<file path="src/rtl/dlg_pkg.sv">
// Shared types, codes and helpers for the dense layer gradient / SGD core.
package dlg_pkg;

  localparam int MAX_ROWS_DEF = 64;
  localparam int MAX_COLS_DEF = 64;

  localparam int VAL_W = 32;
  localparam int MUL_W = 33;
  localparam int DIV_W = 40;
  localparam int DEN_W = 16;
  localparam int CNT_W = $clog2(DIV_W);

  localparam logic [6:0]  ROWS_RST = 7'd64;
  localparam logic [6:0]  COLS_RST = 7'd64;
  localparam logic [15:0] RATE_RST = 16'd655;
  localparam logic [23:0] REG_RST  = 24'd0;

  typedef enum logic [2:0] {
    CMD_WR_W    = 3'd0,
    CMD_WR_B    = 3'd1,
    CMD_PREV    = 3'd2,
    CMD_DELTA   = 3'd3,
    CMD_DESCEND = 3'd4,
    CMD_CLEAR   = 3'd5,
    CMD_RD_W    = 3'd6,
    CMD_RD_B    = 3'd7
  } cmd_e;

  typedef enum logic [1:0] {
    ST_OK     = 2'd0,
    ST_RANGE  = 2'd1,
    ST_ZERO_T = 2'd2,
    ST_SAT    = 2'd3
  } status_e;

  typedef enum logic [1:0] {
    CFG_ROWS = 2'd0,
    CFG_COLS = 2'd1,
    CFG_RATE = 2'd2,
    CFG_REG  = 2'd3
  } cfg_idx_e;

  // divider request: magnitude, sign of the true numerator, divisor
  typedef struct packed {
    logic             start;
    logic             neg;
    logic [DIV_W-1:0] num;
    logic [DEN_W-1:0] den;
  } div_req_t;

  // {clip, value}
  function automatic logic [32:0] sat32(input logic signed [47:0] v);
    logic [32:0] r;
    if (v > 48'sh0000_7FFF_FFFF) begin
      r = {1'b1, 32'h7FFF_FFFF};
    end else if (v < 48'shFFFF_8000_0000) begin
      r = {1'b1, 32'h8000_0000};
    end else begin
      r = {1'b0, v[31:0]};
    end
    return r;
  endfunction

endpackage

</file>
<file path="src/rtl/dlg_mul.sv">
// Shared signed multiplier with registered product.
module dlg_mul (
  input  logic                                clk_i,
  input  logic signed [dlg_pkg::MUL_W-1:0]    a_i,
  input  logic signed [dlg_pkg::MUL_W-1:0]    b_i,
  output logic signed [2*dlg_pkg::MUL_W-1:0]  p_o
);
  import dlg_pkg::*;

  logic signed [2*MUL_W-1:0] p_q;

  always_ff @(posedge clk_i) begin
    p_q <= a_i * b_i;
  end

  assign p_o = p_q;

endmodule

</file>
<file path="config.mk">
export PLATFORM = sky130hd
export DESIGN_NAME = dlg_mul
export DESIGN_NICKNAME = d
export VERILOG_FILES = /design/src/rtl/dlg_pkg.sv /design/src/rtl/dlg_mul.sv
export SDC_FILE = /design/constraint.sdc
export NUM_CORES = 2
export LEC_CHECK = 0
export ABC_AREA = 1
export BUFFER_PORTS_ARGS = -buffer_cell sky130_fd_sc_hd__buf_2
export CAP_MARGIN = 20
export CELL_PAD_IN_SITES_DETAIL_PLACEMENT = 0
export CELL_PAD_IN_SITES_GLOBAL_PLACEMENT = 1
export CORE_ASPECT_RATIO = 1.25
export CORE_UTILIZATION = 45
export DETAILED_ROUTE_END_ITERATION = 6
export GPL_ROUTABILITY_DRIVEN = 0
export PLACE_DENSITY_LB_ADDON = 0.1
export SETUP_SLACK_MARGIN = 0.05
export SLEW_MARGIN = 5
export SYNTH_ARGS = -nofsm -noshare
export SYNTH_HDL_FRONTEND = slang
export SYNTH_SLANG_ARGS = --single-unit
</file>
<file path="constraint.sdc">
create_clock -name clk_i -period 8.2 [get_ports clk_i]
set_clock_uncertainty 0.1 [all_clocks]
set_input_delay 1.64 -clock clk_i [delete_from_list [all_inputs] [get_ports clk_i]]
set_output_delay 1.64 -clock clk_i [all_outputs]
set_load 0.02 [all_outputs]
</file>
==> flow_summary_export.csv <==
group,metric,value,unit
yosys,synth_top_area_share,53.1,%
global_routing,grt_usage,28.7,%
timing,setup_viol,0,
yosys,syn_area,43200,sq um
timing,layout_setup_ws,225,ps
layout,fin_area,49900,sq um
worst_hold_path,hp-class,"in -> reg",
detailed_routing,drt-vias-per-instance,4.72,
setup_path,cp-start-kind,"primary input",
layout,num-nets-final,7298,
yosys,async_flop_share,0,%
global_routing,grt_start_max_net_pins,28,
timing,rsz0062_at_grt,"yes",
layout,fillers,9285,
setup_path,path_class,"in -> reg",
setup_path,crit_fanout,13,
global_routing,grt_pass1_wl,211000,um
layout,area_growth_syn_to_layout,15.6,%
setup_path,worstPathRequired,8400,ps
timing,worst_pin_slew,667,ps
timing,period_needed,7970,ps
worst_hold_path,hold-path-cell-count,4,
setup_path,endpoint_kind,"flop",
global_routing,antenna_found_initial,5,
floorplanning,dieArea,97200,sq um
global_routing,grt_pass1_vias,37300,
yosys,synth_warnings,0,
layout,drive_above_1_share,14.4,%
detailed_routing,wl,131000,um
yosys,synth_nets,6972,
detailed_routing,ant_nets,0,
floorplanning,die_x,279,um
placed_design,place_ws,-776,ps
floorplanning,core-area,94700,sq um
yosys,synthFlopType,"dfxtp_1",
timing,hold_viol,0,
run_status,status,"completed",
yosys,synth-seq-cells,66,
yosys,ys_types,35,
detailed_routing,vias,33800,
run,cap_violations,0,
worst_hold_path,hp-start,"b_i[0]",
global_routing,grt.met3_usage,1.83,%
global_routing,grt_busiest_layer,"met2",
yosys,avgSynthCellArea,7.79,sq um
timing,relSlewSlack,55.5,%
yosys,seq_area_frac_synth,3.06,%
yosys,syn_inst,5543,
floorplanning,die_h,348,um
worst_hold_path,hold_end,"p_o[0]$_DFF_P_",
timing,fmax,125,MHz
clock_network,numCtsBuffers,9,
setup_path,arrival,8180,ps
yosys,synth_top_cell_by_area,"fa_1",
clock_network,cts_tree,"built",
clock_network,clk_pin_slew_worst_paths,70,ps
clock_network,postCtsHoldBufs,0,
layout,largest_register_ff_count,66,
timing,report.final.slew_viol_count,0,
clock_network,cts_sinks,66,
detailed_routing,drc,0,
yosys,synth_area_leaders,"fa_1 (53%), inv_1 (16%), nand2_1 (13%)",
clock_network,ctsRootBufferMaster,"clkbuf_16",
placed_design,numPortBuffers,132,
global_routing,gr-usage-met2,53.0,%
placed_design,place_hpwl,118000,um
timing,layout_worst_path_cycle_share,97.3,%
clock_network,cts_htree_levels,3,
detailed_routing,drt_iter0_drc,1756,
global_routing,grt_overflow_total,0,
detailed_routing,wl_per_cell,18.3,um
global_routing,met1_usage,36.4,%
detailed_routing,drt-pass1-iter-count,7,
floorplanning,io_pins,133,
yosys,synth_edf_count,0,
clock_network,clock_path_buffers,2,
floorplanning,initial_utilization,45.6,%
floorplanning,row_count,126,
placed_design,dpl-instance-area,48300,sq um
## Yosys cell counts, types with 7 or more instances
library cell	number
nor3_1	7
nor2_2	20
nand4_1	19
o21bai_1	14
xor2_1	37
ha_1	217
inv_1	1894
fa_1	1145
o21ai_0	19
nand3_1	70
nand3_2	8
nand2_2	17
nor2_1	131
clkbuf_1	262
nand2_1	1517
a21oi_1	61
dfxtp_1	66
## metal layers
metal | part of all wire [%] | vias up | routed length (um)
met5 | 0.049 | - | 64
met4 | 2.9 | 10 | 3730
met3 | 3.6 | 171 | 4670
met2 | 53 | 684 | 69000
met1 | 41 | 17300 | 53300
li1 | - | 15600 | -
## what timing repair did
| action | 4_1_cts | 5_1_grt |
|---|---|---|
| resized for setup | 49 | 285 |
| pin swaps | 2 | 45 |
| setup endpoints to repair | 42 | 45 |
| setup buffers | 4 | 15 |
## cell families after synthesis
kind of cell	count (synthesis)	share of synthesized area, %
flip-flops	66	3.06
AO/OA/AOI/OAI	106	1.38
buffers and inverters	2158	18.8
XOR/XNOR	41	0.832
adder cells (fa/ha/maj)	1362	59.4
AND/OR/NAND/NOR	1810	16.6
## area by class of cell
| cell class | count | area [sq um] | share of cell area [%] |
|---|---|---|---|
| Tap cell | 1280 | 1600 | 3.21 |
| Antenna cell | 1 | 2.50 | 0.00501 |
| Multi-Input combinational cell | 3319 | 34600 | 69.3 |
| Timing Repair Buffer | 578 | 4940 | 9.90 |
| Clock inverter | 6 | 90.1 | 0.181 |
| Sequential cell | 66 | 1320 | 2.65 |
| Inverter | 1895 | 7120 | 14.3 |
| Clock buffer | 10 | 239 | 0.479 |
## how the worst max path moves through the flow
stage	slack, ps	startpoint	end
after floorplan	60	a_i[32]	p_o[60]$_DFF_P_
after global placement	-850	b_i[9]	p_o[36]$_DFF_P_
after detailed placement	-780	b_i[9]	p_o[36]$_DFF_P_
after CTS	30	a_i[24]	p_o[36]$_DFF_P_
after global routing	6	a_i[24]	p_o[59]$_DFF_P_
final	230	a_i[14]	p_o[36]$_DFF_P_
## worst max-delay path, cell delays in order
cell,delay (ps)
clkbuf_4,200
buf_12,180
nand2_1,60
inv_1,50
fa_1,540
fa_1,540
inv_1,50
fa_1,400
fa_1,540
inv_1,60
fa_1,610
fa_1,470
fa_1,550
inv_1,70
fa_1,580
inv_2,60
ha_4,270
buf_6,110
nand2_2,60
inv_2,80
a21oi_2,70
buf_4,140
o21bai_4,160
inv_1,70
nand2_2,90
a21oi_2,50
xnor2_2,290
buf_4,170
## placed cells by master, fill, tap and decap left out, types with 10 or more instances in the layout
master,count
ha_4,12
xor2_1,36
ha_2,16
nand3_2,12
nand3_1,66
buf_12,54
a21oi_1,33
nor2_2,36
o21ai_0,13
buf_6,28
a21oi_2,27
fa_2,29
nand4_1,19
inv_1,1887
fa_1,1116
clkbuf_4,14
ha_1,189
nand2_1,1473
nor2_1,98
dfxtp_1,66
o21bai_1,10
buf_4,394
nor2_4,20
nand2_2,54
buf_2,84
## stage by stage
stage / setup TNS [ps] / utilization [%] / std cells / hold WS, ps
2_1_floorplan: 0 / - / 5543 / 1800
3_3_place_gp: -20800 / 51.0 / 7119 / 1960
3_5_place_dp: -19820 / 51.0 / 7119 / 1950
4_1_cts: 0 / 51.6 / 7139 / 1760
5_1_grt: 0 / 52.7 / 7154 / 1750
6_report: 0 / 52.7 / 7155 / 1730
Power is not shown: default switching activity piles up to over one toggle a cycle in this logic, so the estimate is an artifact.
