$ cat src/rtl/dlg_pkg.sv
// Shared types, codes and helpers for the dense layer gradient / SGD core.
package dlg_pkg;

  localparam int MAX_ROWS_DEF = 64;
  localparam int MAX_COLS_DEF = 64;

  localparam int VAL_W = 32;
  localparam int MUL_W = 33;
  localparam int DIV_W = 40;
  localparam int DEN_W = 16;
  localparam int CNT_W = $clog2(DIV_W);

  localparam logic [6:0]  ROWS_RST = 7'd64;
  localparam logic [6:0]  COLS_RST = 7'd64;
  localparam logic [15:0] RATE_RST = 16'd655;
  localparam logic [23:0] REG_RST  = 24'd0;

  typedef enum logic [2:0] {
    CMD_WR_W    = 3'd0,
    CMD_WR_B    = 3'd1,
    CMD_PREV    = 3'd2,
    CMD_DELTA   = 3'd3,
    CMD_DESCEND = 3'd4,
    CMD_CLEAR   = 3'd5,
    CMD_RD_W    = 3'd6,
    CMD_RD_B    = 3'd7
  } cmd_e;

  typedef enum logic [1:0] {
    ST_OK     = 2'd0,
    ST_RANGE  = 2'd1,
    ST_ZERO_T = 2'd2,
    ST_SAT    = 2'd3
  } status_e;

  typedef enum logic [1:0] {
    CFG_ROWS = 2'd0,
    CFG_COLS = 2'd1,
    CFG_RATE = 2'd2,
    CFG_REG  = 2'd3
  } cfg_idx_e;

  // divider request: magnitude, sign of the true numerator, divisor
  typedef struct packed {
    logic             start;
    logic             neg;
    logic [DIV_W-1:0] num;
    logic [DEN_W-1:0] den;
  } div_req_t;

  // {clip, value}
  function automatic logic [32:0] sat32(input logic signed [47:0] v);
    logic [32:0] r;
    if (v > 48'sh0000_7FFF_FFFF) begin
      r = {1'b1, 32'h7FFF_FFFF};
    end else if (v < 48'shFFFF_8000_0000) begin
      r = {1'b1, 32'h8000_0000};
    end else begin
      r = {1'b0, v[31:0]};
    end
    return r;
  endfunction

endpackage

$ cat src/rtl/dlg_div.sv
// Radix-2 restoring divider, one quotient bit per cycle, floor-rounded signed result.
module dlg_div (
  input  logic                          clk_i,
  input  logic                          rst_ni,
  input  dlg_pkg::div_req_t             req_i,
  output logic                          done_o,
  output logic signed [dlg_pkg::DIV_W:0] res_o
);
  import dlg_pkg::*;

  logic             busy_q, done_q, neg_q;
  logic [CNT_W-1:0] cnt_q;
  logic [DEN_W-1:0] rem_q, den_q;
  logic [DIV_W-1:0] quo_q;
  logic [DEN_W:0]   r2;
  logic             ge;
  logic [DIV_W:0]   qext;

  assign r2 = {rem_q, quo_q[DIV_W-1]};
  assign ge = (r2 >= {1'b0, den_q});

  always_ff @(posedge clk_i or negedge rst_ni) begin
    if (!rst_ni) begin
      busy_q <= 1'b0;
      done_q <= 1'b0;
    end else begin
      done_q <= 1'b0;
      if (req_i.start) begin
        busy_q <= 1'b1;
      end else if (busy_q && cnt_q == CNT_W'(DIV_W - 1)) begin
        busy_q <= 1'b0;
        done_q <= 1'b1;
      end
    end
  end

  always_ff @(posedge clk_i) begin
    if (req_i.start) begin
      quo_q <= req_i.num;
      rem_q <= '0;
      cnt_q <= '0;
      neg_q <= req_i.neg;
      den_q <= req_i.den;
    end else if (busy_q) begin
      rem_q <= ge ? DEN_W'(r2 - {1'b0, den_q}) : r2[DEN_W-1:0];
      quo_q <= {quo_q[DIV_W-2:0], ge};
      cnt_q <= cnt_q + CNT_W'(1);
    end
  end

  // negative numerator: floor = -(q + (rem != 0))
  assign qext   = {1'b0, quo_q};
  assign res_o  = neg_q ? $signed(-(qext + (DIV_W+1)'(rem_q != '0))) : $signed(qext);
  assign done_o = done_q;

endmodule

$ cat config.mk
export PLATFORM = sky130hd
export DESIGN_NAME = dlg_div
export DESIGN_NICKNAME = d
export VERILOG_FILES = /design/src/rtl/dlg_pkg.sv /design/src/rtl/dlg_div.sv
export SDC_FILE = /design/constraint.sdc
export NUM_CORES = 1
export LEC_CHECK = 0
export ABC_AREA = 0
export BUFFER_PORTS_ARGS = -buffer_cell sky130_fd_sc_hd__buf_2
export CAP_MARGIN = 25
export CELL_PAD_IN_SITES_DETAIL_PLACEMENT = 1
export CELL_PAD_IN_SITES_GLOBAL_PLACEMENT = 1
export CORE_MARGIN = 2
export CORE_UTILIZATION = 36
export CTS_CLUSTER_DIAMETER = 50
export CTS_CLUSTER_SIZE = 12
export DETAILED_ROUTE_END_ITERATION = 8
export PLACE_DENSITY = 0.75
export SYNTH_ARGS = -nofsm -noshare
export SYNTH_HDL_FRONTEND = slang
export SYNTH_SLANG_ARGS = --single-unit
$ cat constraint.sdc
create_clock -name clk_i -period 4.2 [get_ports clk_i]
set_input_delay 0 -clock clk_i [delete_from_list [all_inputs] [get_ports clk_i]]
set_output_delay 0 -clock clk_i [all_outputs]
set_load 0.05 [all_outputs]
==> results.py <==
metrics = {
    "status": {
        "status": "completed",
    },
    "logic_synthesis": {
        "synthArstFlopShare": 0.02469,
        "syn_inst": 830,
        "synth_compound_area_frac": 0.2395,
        "muxShareOfSynthArea": 0.03707,
        "synth-xor-area-share": 0.05267,
        "synthAdderAreaFrac": 0.1112,
        "syn_nets": 950,
        "yosysSeqAreaShare": 0.3230,
        "yosys_warnings": 0,
        "synth-simple-area-share": 0.1718,
        "synth_top_family_by_area": "compound AO/OA/AOI/OAI gates",
        "synth_ff_type": "edfxtp_1",
        "synth_cell_type_count": 69,
        "syn_avg_cell_area_sq_um": 8.214,
        "synth_edf_count": 57,
        "synthesis.area_sq_um": 6818,
        "synth-seq-cells": 81,
    },
    "power": {
        "p_per_area_nw_per_um2": 526.8,
        "p_sw_frac": 0.4660,
        "p_sw_uw": 2069,
        "seqPwrFrac": 0.248,
        "power_uw": 4440,
        "max-vdd-ir-drop_v": 0.0002333,
        "p_comb_frac": 0.576,
        "leakagePower_uw": 0.003702,
        "clockPowerShare": 0.176,
        "internal_power_uw": 2371,
    },
    "finish": {
        "nFillCells": 2278,
        "antenna_cells": 0,
        "final_util": 0.4521,
        "syn_to_final_growth_pct": 23.62,
        "multi_input_area_sq_um": 4200,
        "layout-drive-gt1-share": 0.1481,
        "seqCellArea_sq_um": 2202,
        "final_nets": 1087,
    },
    "global_routing": {
        "antenna_found_initial": 0,
        "gr-total-overflow": 0,
        "grt_pass1_vias": 6563,
        "grtUsageTotal": 0.2053,
        "grt_pass1_wl_mm": 33.07,
        "grt_max_degree": 80,
    },
    "setup_path": {
        "end_kind": "output pin",
        "arrival_ps": 3970,
        "critPathKind": "reg -> out",
        "crit_fanout": 5,
        "cp.required_ps": 4200,
        "worstSetupStartpointType": "register",
    },
    "flow_run": {
        "cap_violations": 0,
    },
    "timing": {
        "setup_ws_ps": 225.9,
        "fmax_mhz": 251.6,
        "worst_pin_slew_ps": 987.9,
        "layout_min_cycle_time_ps": 3974,
        "finalSetupViolCount": 0,
        "final-max-slew-violation-count": 0,
        "fin_crit_sh": 0.9462,
        "rsz0062_at_grt": "false",
        "skew_ps": 9.906,
        "finalHoldViolCount": 0,
        "setup-tns-final_ps": 0,
        "relSlewSlack": 0.3407,
    },
    "drt": {
        "drtAntennaViolNets": 0,
        "via_per_inst": 5.416,
        "dr.pass1.iters": 4,
        "drt_iter0_drc": 347,
        "wl_per_cell_um": 17.04,
        "drc": 0,
        "routed_wl_mm": 20.55,
        "via_count": 6532,
    },
    "clock_tree": {
        "clk_latency_ps": 350,
        "clk_path_buf_depth": 2,
        "cts_tree": "done",
        "clkTransAtPathRegs_ps": 70,
        "cts_buffers": 9,
        "htree_levels": 3,
        "ctsRootBufferMaster": "clkbuf_16",
        "clock_sinks": 81,
    },
    "place": {
        "dp_hpwl_mm": 14.83,
        "port_buffers": 101,
        "gp_congestion": 0.8387,
        "post-place-ws_ps": 419.4,
    },
    "floorplanning": {
        "core_area_sq_um": 18640,
        "io_pins": 102,
        "die_h_um": 141.6,
        "num_rows": 50,
        "die_area_sq_um": 20050,
        "initial_utilization": 0.3657,
        "die_x_um": 141.6,
    },
    "hold_path": {
        "min_path_type": "in -> reg",
    },
}
[placed cells by master (no fill, tap or decap), types with 6 or more instances in the layout]
cell | Yosys | final
a211oi_1 | 21 | 21
a21o_1 | 15 | 15
a21oi_1 | 64 | 64
buf_2 | 2 | 100
buf_4 | 1 | 8
clkbuf_16 | 0 | 10
dfxtp_1 | 22 | 22
dlygate4sd3_1 | 0 | 58
edfxtp_1 | 57 | 57
ha_1 | 59 | 59
inv_1 | 75 | 75
mux2i_1 | 23 | 23
nand2_1 | 100 | 100
nand2b_1 | 7 | 7
nand3_1 | 18 | 18
nand4_1 | 13 | 13
nor2_1 | 60 | 60
nor2b_1 | 9 | 9
nor3_1 | 10 | 10
nor4_1 | 8 | 6
o21a_1 | 7 | 7
o21ai_0 | 84 | 84
o21bai_1 | 7 | 7
or3_1 | 6 | 6
xnor2_1 | 29 | 29
xor2_1 | 12 | 12
[flip-flops by register name, summed over array words and instances, names as in the netlist]
signal,cells
rem_q,16
quo_q,40
den_q,16
busy_q,1
neg_q,1
cnt_q,6
done_o,1
[final timing paths]
path	slack (ps)	end	startpoint	cells past startpoint
hold / removal	20	quo_q[22]	req_i[38]	3
setup / recovery	230	res_o[37]	rem_q[2]	15
max in group asynchronous	3570	busy_q	rst_ni	3
setup reg to reg	1060	rem_q[7]	den_q[9]	10
hold reg to reg	470	done_o	cnt_q[5]	2
min in group asynchronous	510	done_o	rst_ni	3
[synth_stat cells, types with 3 or more instances]
master,count,share of area
a211o_1,4,0.0051
a211oi_1,21,0.023
a21o_1,15,0.017
a21oi_1,64,0.047
a311o_1,3,0.0044
a31oi_1,4,0.0037
a41oi_1,3,0.0039
and2_1,4,0.0037
and3_1,4,0.0037
buf_1,4,0.0022
clkbuf_1,34,0.019
dfxtp_1,22,0.065
edfxtp_1,57,0.25
ha_1,59,0.11
inv_1,75,0.041
mux2i_1,23,0.034
nand2_1,100,0.055
nand2b_1,7,0.0064
nand3_1,18,0.013
nand3b_1,3,0.0033
nand4_1,13,0.012
nor2_1,60,0.033
nor2b_1,9,0.0083
nor3_1,10,0.0073
nor4_1,8,0.0073
o2111ai_1,3,0.0039
o211ai_1,4,0.0044
o21a_1,7,0.0077
o21ai_0,84,0.062
o21bai_1,7,0.0077
o221ai_1,3,0.0039
o31a_1,3,0.0039
o31ai_1,4,0.0044
or2_2,4,0.0037
or3_1,6,0.0055
xnor2_1,29,0.037
xor2_1,12,0.015
[power by group through the flow]
| stage | sequential (uW) | clock (uW) | combinational [uW] |
|---|---|---|---|
| 2_1_floorplan | 1080 | 0 | 1940 |
| 3_3_place_gp | 1110 | 0 | 2450 |
| 3_5_place_dp | 1120 | 0 | 2480 |
| 4_1_cts | 1100 | 807 | 2540 |
| 5_1_grt | 1120 | 832 | 2800 |
| 6_report | 1100 | 782 | 2560 |
[metal layers]
| layer | global-route usage | vias to the layer above | share of wire |
|---|---|---|---|
| met5 | 0 | - | 0 |
| met4 | 0.05947 | 0 | 0.017 |
| met3 | 0.03341 | 24 | 0.024 |
| met2 | 0.3564 | 88 | 0.50 |
| met1 | 0.2636 | 3166 | 0.46 |
| li1 | - | 3254 | - |
[per-stage QoR]
step / cell area [sq um] / cells / hold slack (ps)
after floorplan: 6818 / 830 / -295.6
after global placement: 7515 / 1131 / -212.2
after detailed placement: 7515 / 1131 / -210.8
after CTS: 8378 / 1205 / 19.51
after global routing: 8428 / 1206 / 32.97
final: 8428 / 1206 / 22.43
[critical path, stage by stage, from the launching register on]
cell and delay [ps]:
dfxtp_1 340, nor4_2 340, and4_1 250, ha_1 140, ha_1 150, inv_1 50
ha_1 190, o21bai_1 270, a221oi_4 140, o311ai_4 380, a211o_2 240, a21oi_1 140
a311o_1 380, a21o_1 190, a31o_1 200, buf_2 210
[kinds of logic after synthesis]
group / count (synthesis)
compound gates: 254
xor+xnor: 41
fa+ha+maj: 60
buf+inv: 116
flops: 81
mux: 25
simple gates: 253
[area by class of cell]
cell class	count	area share
sequential	81	0.2613
tap	234	0.03474
timing repair buffer	167	0.1387
clock buffer	12	0.03058
multi-input combinational	633	0.4984
clock inverter	4	0.002969
inverter	75	0.03340
[timing repair]
action	in CTS	in global routing
gates resized for setup	0	3
hold buffers	58	0
endpoints found under the hold margin	58	0
buffers inserted	0	0
setup endpoints to repair	0	5
Power figures use the tool's default switching activity.
